**config.mk**
```make
export PLATFORM = sky130hd
export DESIGN_NAME = block_frame_crc_verifier_core
export DESIGN_NICKNAME = d
export VERILOG_FILES = /design/src/design/bfcv_pkg.sv /design/src/design/block_frame_crc_verifier_core.sv
export VERILOG_INCLUDE_DIRS = /design/src /design/src/design
export SDC_FILE = /design/constraint.sdc
export NUM_CORES = 1
export LEC_CHECK = 0
export BUFFER_PORTS_ARGS = -buffer_cell sky130_fd_sc_hd__clkbuf_2
export CELL_PAD_IN_SITES_DETAIL_PLACEMENT = 1
export CELL_PAD_IN_SITES_GLOBAL_PLACEMENT = 1
export CORE_MARGIN = 2
export CORE_UTILIZATION = 53
export DETAILED_ROUTE_END_ITERATION = 7
export HOLD_SLACK_MARGIN = 0.1
export PLACE_DENSITY = 0.95
export SLEW_MARGIN = 15
export SYNTH_ARGS = -nofsm -noshare
export SYNTH_HDL_FRONTEND = slang
export SYNTH_SLANG_ARGS = --single-unit
```
**constraint.sdc**
```tcl
create_clock -name clk_i -period 7.8 [get_ports clk_i]
set_input_delay 1.56 -clock clk_i [delete_from_list [all_inputs] [get_ports clk_i]]
set_output_delay 1.56 -clock clk_i [all_outputs]
set_load 0.05 [all_outputs]
```
**src/design/block_frame_crc_verifier_core_assert.svh**
```systemverilog
// Assertion macros for the frame CRC verifier core.
// Included by the top level; no other dependencies.
`ifndef BLOCK_FRAME_CRC_VERIFIER_CORE_ASSERT_SVH
`define BLOCK_FRAME_CRC_VERIFIER_CORE_ASSERT_SVH

// Clocked property, disabled while reset is asserted
`define BFCV_ASSERT(name, clk, rst_n, prop, msg) \
  name: assert property (@(posedge clk) disable iff (!rst_n) prop) else $error(msg);

// Condition that must never be seen at a clock edge
`define BFCV_ASSERT_NEVER(name, clk, rst_n, expr, msg) \
  `BFCV_ASSERT(name, clk, rst_n, !(expr), msg)

`endif

```
**src/design/bfcv_pkg.sv**
```systemverilog
// Package for the frame CRC verifier: phase and status codes, CRC-32C byte step.
// No dependencies.
package bfcv_pkg;

  // Frame parsing phase, one-hot
  typedef enum logic [3:0] {
    PH_LEN  = 4'b0001,
    PH_PAY  = 4'b0010,
    PH_CRC  = 4'b0100,
    PH_DROP = 4'b1000
  } phase_e;

  // Per-frame status codes
  typedef enum logic [1:0] {
    ST_OK       = 2'd0,
    ST_SIZE     = 2'd1,
    ST_TRUNC    = 2'd2,
    ST_CHECKSUM = 2'd3
  } status_e;

  localparam logic [31:0] CrcPoly = 32'h82F6_3B78;
  localparam logic [31:0] CrcInit = 32'hFFFF_FFFF;
  localparam logic [32:0] FrameOverhead = 33'd8;  // length field plus checksum field

  // Reflected CRC-32C update over one byte
  function automatic logic [31:0] crc32c_byte(input logic [31:0] crc, input logic [7:0] b);
    logic [31:0] c;
    c = crc ^ {24'd0, b};
    for (int i = 0; i < 8; i++) begin
      if (c[0]) begin
        c = (c >> 1) ^ CrcPoly;
      end else begin
        c = c >> 1;
      end
    end
    return c;
  endfunction

endpackage

```
**src/design/block_frame_crc_verifier_core.sv**
```systemverilog
// Length-prefixed frame checker with running CRC-32C, top level.
// Depends on bfcv_pkg and block_frame_crc_verifier_core_assert.svh.
//
// Takes one frame byte per transaction (32-bit little-endian length, payload,
// 32-bit little-endian CRC-32C) and returns at most one result per byte: the
// payload byte passed through and/or the frame status (0 ok, 1 size mismatch,
// 2 truncated, 3 checksum mismatch). Payload bytes are trustworthy only once an
// ok status follows. After an error, bytes are swallowed up to and including the
// next end_of_data byte. The core takes one byte every clock unless the output
// is held off; each byte passes the input register, then the result register,
// and the combinational byte-wise CRC-32C step between them sets the clock rate.
module block_frame_crc_verifier_core (
  input  logic        clk_i,
  input  logic        rst_ni,
  input  logic        in_valid_i,
  output logic        in_ready_o,
  input  logic [7:0]  data_byte_i,
  input  logic        end_of_data_i,
  input  logic        check_size_i,
  input  logic [31:0] expected_size_i,
  output logic        out_valid_o,
  input  logic        out_ready_i,
  output logic        payload_valid_o,
  output logic [7:0]  payload_byte_o,
  output logic        status_valid_o,
  output logic [1:0]  status_o
);
  import bfcv_pkg::*;

  // Input stage
  logic        s1_valid_q;
  logic [7:0]  s1_byte_q;
  logic        s1_eod_q;
  logic        s1_chk_q;
  logic [31:0] s1_exp_q;

  // Frame state
  phase_e      phase_q, phase_d;
  logic [31:0] byte_cnt_q, byte_cnt_d;
  logic [31:0] pay_len_q, pay_len_d;
  logic [31:0] crc_q, crc_d;
  logic [31:0] rx_crc_q, rx_crc_d;
  logic [31:0] exp_latch_q, exp_latch_d;
  logic        chk_latch_q, chk_latch_d;

  // Result register
  logic        res_valid_q;
  logic        res_pay_v_q;
  logic [7:0]  res_byte_q;
  logic        res_st_v_q;
  status_e     res_st_q;

  // Step results
  logic        pay_v;
  logic        st_v;
  status_e     st;
  logic [31:0] len_new;
  logic [31:0] rx_new;
  logic [31:0] cnt_inc;
  logic [32:0] total_len;
  logic [4:0]  shamt;

  logic out_free;
  logic s1_adv;
  logic in_fire;

  assign out_free   = !res_valid_q || out_ready_i;
  assign s1_adv     = s1_valid_q && out_free;
  assign in_ready_o = !s1_valid_q || out_free;
  assign in_fire    = in_valid_i && in_ready_o;

  // Input register
  always_ff @(posedge clk_i or negedge rst_ni) begin
    if (!rst_ni) begin
      s1_valid_q <= 1'b0;
    end else if (in_fire) begin
      s1_valid_q <= 1'b1;
    end else if (s1_adv) begin
      s1_valid_q <= 1'b0;
    end
  end

  always_ff @(posedge clk_i) begin
    if (in_fire) begin
      s1_byte_q <= data_byte_i;
      s1_eod_q  <= end_of_data_i;
      s1_chk_q  <= check_size_i;
      s1_exp_q  <= expected_size_i;
    end
  end

  // Frame parser and CRC step
  assign cnt_inc = byte_cnt_q + 32'd1;
  assign shamt   = {byte_cnt_q[1:0], 3'b000};

  always_comb begin
    phase_d     = phase_q;
    byte_cnt_d  = byte_cnt_q;
    pay_len_d   = pay_len_q;
    crc_d       = crc_q;
    rx_crc_d    = rx_crc_q;
    exp_latch_d = exp_latch_q;
    chk_latch_d = chk_latch_q;
    pay_v       = 1'b0;
    st_v        = 1'b0;
    st          = ST_OK;
    len_new     = ((byte_cnt_q[1:0] == 2'd0) ? 32'd0 : pay_len_q)
                  | ({24'd0, s1_byte_q} << shamt);
    rx_new      = rx_crc_q | ({24'd0, s1_byte_q} << shamt);
    total_len   = FrameOverhead + {1'b0, len_new};

    if (s1_adv) begin
      case (phase_q)
        PH_LEN: begin
          // first length byte samples the size check and resets the frame
          if (byte_cnt_q[1:0] == 2'd0) begin
            chk_latch_d = s1_chk_q;
            exp_latch_d = s1_exp_q;
            crc_d       = CrcInit;
            rx_crc_d    = 32'd0;
          end
          pay_len_d  = len_new;
          byte_cnt_d = cnt_inc;
          if (byte_cnt_q[1:0] == 2'd3) begin
            byte_cnt_d = 32'd0;
            if (chk_latch_q && (total_len != {1'b0, exp_latch_q})) begin
              st_v = 1'b1;
              st   = ST_SIZE;
            end else if (s1_eod_q) begin
              st_v = 1'b1;
              st   = ST_TRUNC;
            end else begin
              phase_d = (len_new == 32'd0) ? PH_CRC : PH_PAY;
            end
          end else if (s1_eod_q) begin
            st_v = 1'b1;
            st   = ST_TRUNC;
          end
        end
        PH_PAY: begin
          pay_v      = 1'b1;
          crc_d      = crc32c_byte(crc_q, s1_byte_q);
          byte_cnt_d = cnt_inc;
          if (s1_eod_q) begin
            st_v = 1'b1;
            st   = ST_TRUNC;
          end else if (cnt_inc >= pay_len_q) begin
            byte_cnt_d = 32'd0;
            phase_d    = PH_CRC;
          end
        end
        PH_CRC: begin
          rx_crc_d   = rx_new;
          byte_cnt_d = cnt_inc;
          if (byte_cnt_q[1:0] == 2'd3) begin
            st_v = 1'b1;
            st   = ((~crc_q) == rx_new) ? ST_OK : ST_CHECKSUM;
          end else if (s1_eod_q) begin
            st_v = 1'b1;
            st   = ST_TRUNC;
          end
        end
        PH_DROP: begin
          if (s1_eod_q) begin
            phase_d    = PH_LEN;
            byte_cnt_d = 32'd0;
            pay_len_d  = 32'd0;
            crc_d      = CrcInit;
            rx_crc_d   = 32'd0;
          end
        end
        default: begin
          // unreachable code: restart framing
          phase_d    = PH_LEN;
          byte_cnt_d = 32'd0;
          pay_len_d  = 32'd0;
          crc_d      = CrcInit;
          rx_crc_d   = 32'd0;
        end
      endcase

      // a status closes the frame; errors without end of data go to drop
      if (st_v) begin
        byte_cnt_d = 32'd0;
        pay_len_d  = 32'd0;
        crc_d      = CrcInit;
        rx_crc_d   = 32'd0;
        phase_d    = ((st == ST_OK) || s1_eod_q) ? PH_LEN : PH_DROP;
      end
    end
  end

  // State registers
  always_ff @(posedge clk_i or negedge rst_ni) begin
    if (!rst_ni) begin
      phase_q     <= PH_LEN;
      byte_cnt_q  <= 32'd0;
      pay_len_q   <= 32'd0;
      crc_q       <= CrcInit;
      rx_crc_q    <= 32'd0;
      exp_latch_q <= 32'd0;
      chk_latch_q <= 1'b0;
    end else begin
      phase_q     <= phase_d;
      byte_cnt_q  <= byte_cnt_d;
      pay_len_q   <= pay_len_d;
      crc_q       <= crc_d;
      rx_crc_q    <= rx_crc_d;
      exp_latch_q <= exp_latch_d;
      chk_latch_q <= chk_latch_d;
    end
  end

  // Result register
  always_ff @(posedge clk_i or negedge rst_ni) begin
    if (!rst_ni) begin
      res_valid_q <= 1'b0;
    end else if (out_free) begin
      res_valid_q <= s1_adv && (pay_v || st_v);
    end
  end

  always_ff @(posedge clk_i) begin
    if (s1_adv) begin
      res_pay_v_q <= pay_v;
      res_byte_q  <= pay_v ? s1_byte_q : 8'd0;
      res_st_v_q  <= st_v;
      res_st_q    <= st_v ? st : ST_OK;
    end
  end

  assign out_valid_o     = res_valid_q;
  assign payload_valid_o = res_pay_v_q;
  assign payload_byte_o  = res_byte_q;
  assign status_valid_o  = res_st_v_q;
  assign status_o        = res_st_q;

  // Checks
  `include "block_frame_crc_verifier_core_assert.svh"

  `BFCV_ASSERT(a_res_nonempty, clk_i, rst_ni, res_valid_q |-> (res_pay_v_q || res_st_v_q), "empty result transaction")
  `BFCV_ASSERT_NEVER(a_drop_silent, clk_i, rst_ni, s1_adv && (phase_q == PH_DROP) && (pay_v || st_v), "result while dropping")
  `BFCV_ASSERT_NEVER(a_pay_phase, clk_i, rst_ni, pay_v && (phase_q != PH_PAY), "payload byte outside payload phase")
  `BFCV_ASSERT(a_eod_restart, clk_i, rst_ni, (s1_adv && s1_eod_q) |=> (phase_q == PH_LEN), "no restart after end of data")

endmodule

```
==> results_dict.tcl <==
set metrics [dict create \
    post_cts_resized 0 \
    num_io_pins 60 \
    dpl.hpwl_um 31200 \
    finalCriticalPeriod_ns 6.56 \
    antenna_cells 0 \
    gp_congestion 0.928 \
    grt_max_degree 89 \
    post-synth-top-count-cell "dfrtp_1" \
    drive_gt1_frac 0.151 \
    num_rows 57 \
    seq_area_um2 5840 \
    postCtsSetupRepairBufs 0 \
    grt_overflow 0 \
    synth.distinct_cells 81 \
    via_count 11733 \
    ant_nets 0 \
    area_growth_pct 10.6 \
    clk_latency_ns 0.55 \
    multi_input_area_um2 6960 \
    wl_um 45800 \
    p_per_area_nw_per_um2 416 \
    status "completed" \
    synth_warnings 0 \
    syn_nets 1457 \
    power.net_switching_uw 2710 \
    worstPathRequired_ns 8.22 \
    final_core_util 0.599 \
    htree_levels 1 \
    drt-wirelength-per-cell_um 26.2 \
    antenna_found_initial 0 \
    postCtsHoldBufs 0 \
    cp-end-kind "register" \
    hold_ws_ns 0.473 \
    maxCapViolCount 0 \
    hold_violations 0 \
    yosys-top-cells-area "dfrtp_1 (25%), edfxtp_1 (12%), xnor2_1 (8.1%)" \
    min_path_cells 1 \
    die_h_um 162 \
    ys_seq_area_frac 0.440 \
    irDropWorstVdd_mv 0.422 \
    critPathLaunchType "register" \
    avgSynthCellArea_um2 9.65 \
    min_period_over_period 0.841 \
    fillers 2676 \
    clk_path_buf_depth 3 \
    initialDrtViolationCount 1429 \
    worstHoldStart "s1_exp_q[3]$_DFFE_PP_" \
    grt_usage 0.351 \
    core_um2 24500 \
    placed_area_um2 13800 \
    finalSetupTns_ns 0 \
    p_int_uw 3390 \
    swShare 0.444 \
    synth_top_area_frac 0.253 \
    io_buffers 59 \
    critical_path_class "reg -> reg" \
    crit_start "byte_cnt_q[0]$_DFFE_PN0P_" \
    r2r_cells 17 \
    dr.pass1.iters 6 \
    ys_ff_latch 221 \
    root_buffer "clkbuf_16" \
    tightestPinTransition_ns 1.14 \
    max_slew_margin 0.237 \
    synthArstFlopShare 0.756 \
    numCtsBuffers 26 \
    synth_flop_cell "dfrtp_1" \
    setup_violations 0 \
    clkSinkCount 221 \
    dieArea_um2 26300 \
    fin_skew_ns 0.0165 \
    netlist_area_um2 13300 \
    drcViolationCount 0 \
    via_per_inst 6.72 \
    power_uw 6100 \
    grt_pass1_wl_um 71900 \
    r2r_start "byte_cnt_q[0]$_DFFE_PN0P_" \
    synth_edf_count 54 \
    synthCells 1375 \
    hold_class "reg -> reg" \
    synth_common_cells "dfrtp_1 (134), nand2_1 (131), xnor2_1 (123), nor2_1 (122), clkbuf_1 (64)" \
    synth_top_cell_by_area "dfrtp_1" \
    max_freq_mhz 152 \
    cts_tree "yes" \
    drv_slew 0 \
    crit_arrival_ns 6.99 \
    combinationalPowerShare 0.503 \
    die_w_um 162 \
    crit_fanout 47 \
    clkPwrFrac 0.202 \
    grt_pass1_vias 12317 \
    clk_pin_slew_ns 0.07 \
    nets 1485 \
    p_leak_uw 0.00595 \
    start_util 0.542 \
    seqPwrFrac 0.295 \
    rsz0062_at_grt "no" \
    fin_area_um2 14700 \
]
## area by class of cell
class | instances | share of cell area
inverters | 45 | 0.0115
clock inverters | 10 | 0.00751
multi-input cells | 1031 | 0.475
flip-flops and latches | 221 | 0.398
well taps | 324 | 0.0276
repair buffers | 78 | 0.0301
clock buffers | 38 | 0.0503
## cell usage in the layout, fill, tap and decap left out, types with 36 or more instances in the layout
cell type / count
nand4_1: 40
xor2_1: 45
ha_1: 36
dfrtp_1: 134
a31oi_1: 48
inv_1: 44
mux2_2: 36
nor2_1: 120
nand3_1: 37
edfxtp_1: 54
xnor2_1: 123
clkbuf_2: 59
nand2_1: 130
## registers in the layout (all words and copies together) (netlist names)
register and count:
s1_valid_q 1, crc_q 32, s1_chk_q 1, pay_len_q 32, exp_latch_q 32, chk_latch_q 1, s1_exp_q 32, status_valid_o 1
out_valid_o 1, phase_q 4, payload_valid_o 1, rx_crc_q 32, payload_byte_o 8, s1_eod_q 1, status_o 2, byte_cnt_q 32
s1_byte_q 8
## path summary, 6_finish.rpt
path,to,slack [ns]
setup / recovery,byte_cnt_q[31]$_DFFE_PN0P_,1.24
hold / removal,exp_latch_q[3]$_DFFE_PN0P_,0.47
setup reg to reg,byte_cnt_q[31]$_DFFE_PN0P_,1.24
hold reg to reg,exp_latch_q[3]$_DFFE_PN0P_,0.47
max in group asynchronous,exp_latch_q[3]$_DFFE_PN0P_,5.05
min in group asynchronous,byte_cnt_q[23]$_DFFE_PN0P_,1.11
## metrics by stage
stage / std cells / setup WS [ns]
final: 1747 / 1.24
after global routing: 1747 / 0.654
after CTS: 1746 / 1.22
after detailed placement: 1698 / 1.41
after global placement: 1698 / 1.85
after floorplan: 1375 / 2.73
## cell families (layout without fill, tap and decap cells)
logic type      count (synthesis)  count (layout)  share of synthesized area
simple gates                  520             520                      0.202
mux                            40              40                     0.0336
compound gates                265             265                      0.139
buf+inv                       123             171                     0.0371
flops                         221             221                      0.440
xor+xnor                      170             170                      0.115
fa+ha+maj                      36              36                     0.0340
## critical path, stage by stage (launching register included)
cell and delay, ns:
dfrtp_1 0.36, buf_4 0.40, ha_1 0.49, nand3_1 0.32, nor2_1 0.32, and3_1 0.24, and4_1 0.23, nand4_1 0.16
or2_2 0.43, nor4_1 0.35, xor2_1 0.27, ha_1 0.30, a21o_1 0.16, a2111oi_0 0.46, o31ai_1 0.21, nand4_1 0.50
nand3_1 0.77, o211ai_1 0.48
## layer usage
metal,routed length [um],vias to the layer above,global-route usage
li1,-,5006,-
met1,17500,5839,0.448
met2,21600,665,0.578
met3,4050,223,0.0738
met4,2590,0,0.160
met5,0,-,0
## power by group through the flow
stage               logic [uW]  registers [uW]  clock network (uW)
floorplan                 2270            1730                   0
global placement          2780            1760                   0
detailed placement        2930            1790                   0
CTS                       3020            1780                1240
global route              3260            1820                1270
finish                    3070            1800                1230
Note: power is estimated with default switching activity, not from simulation.
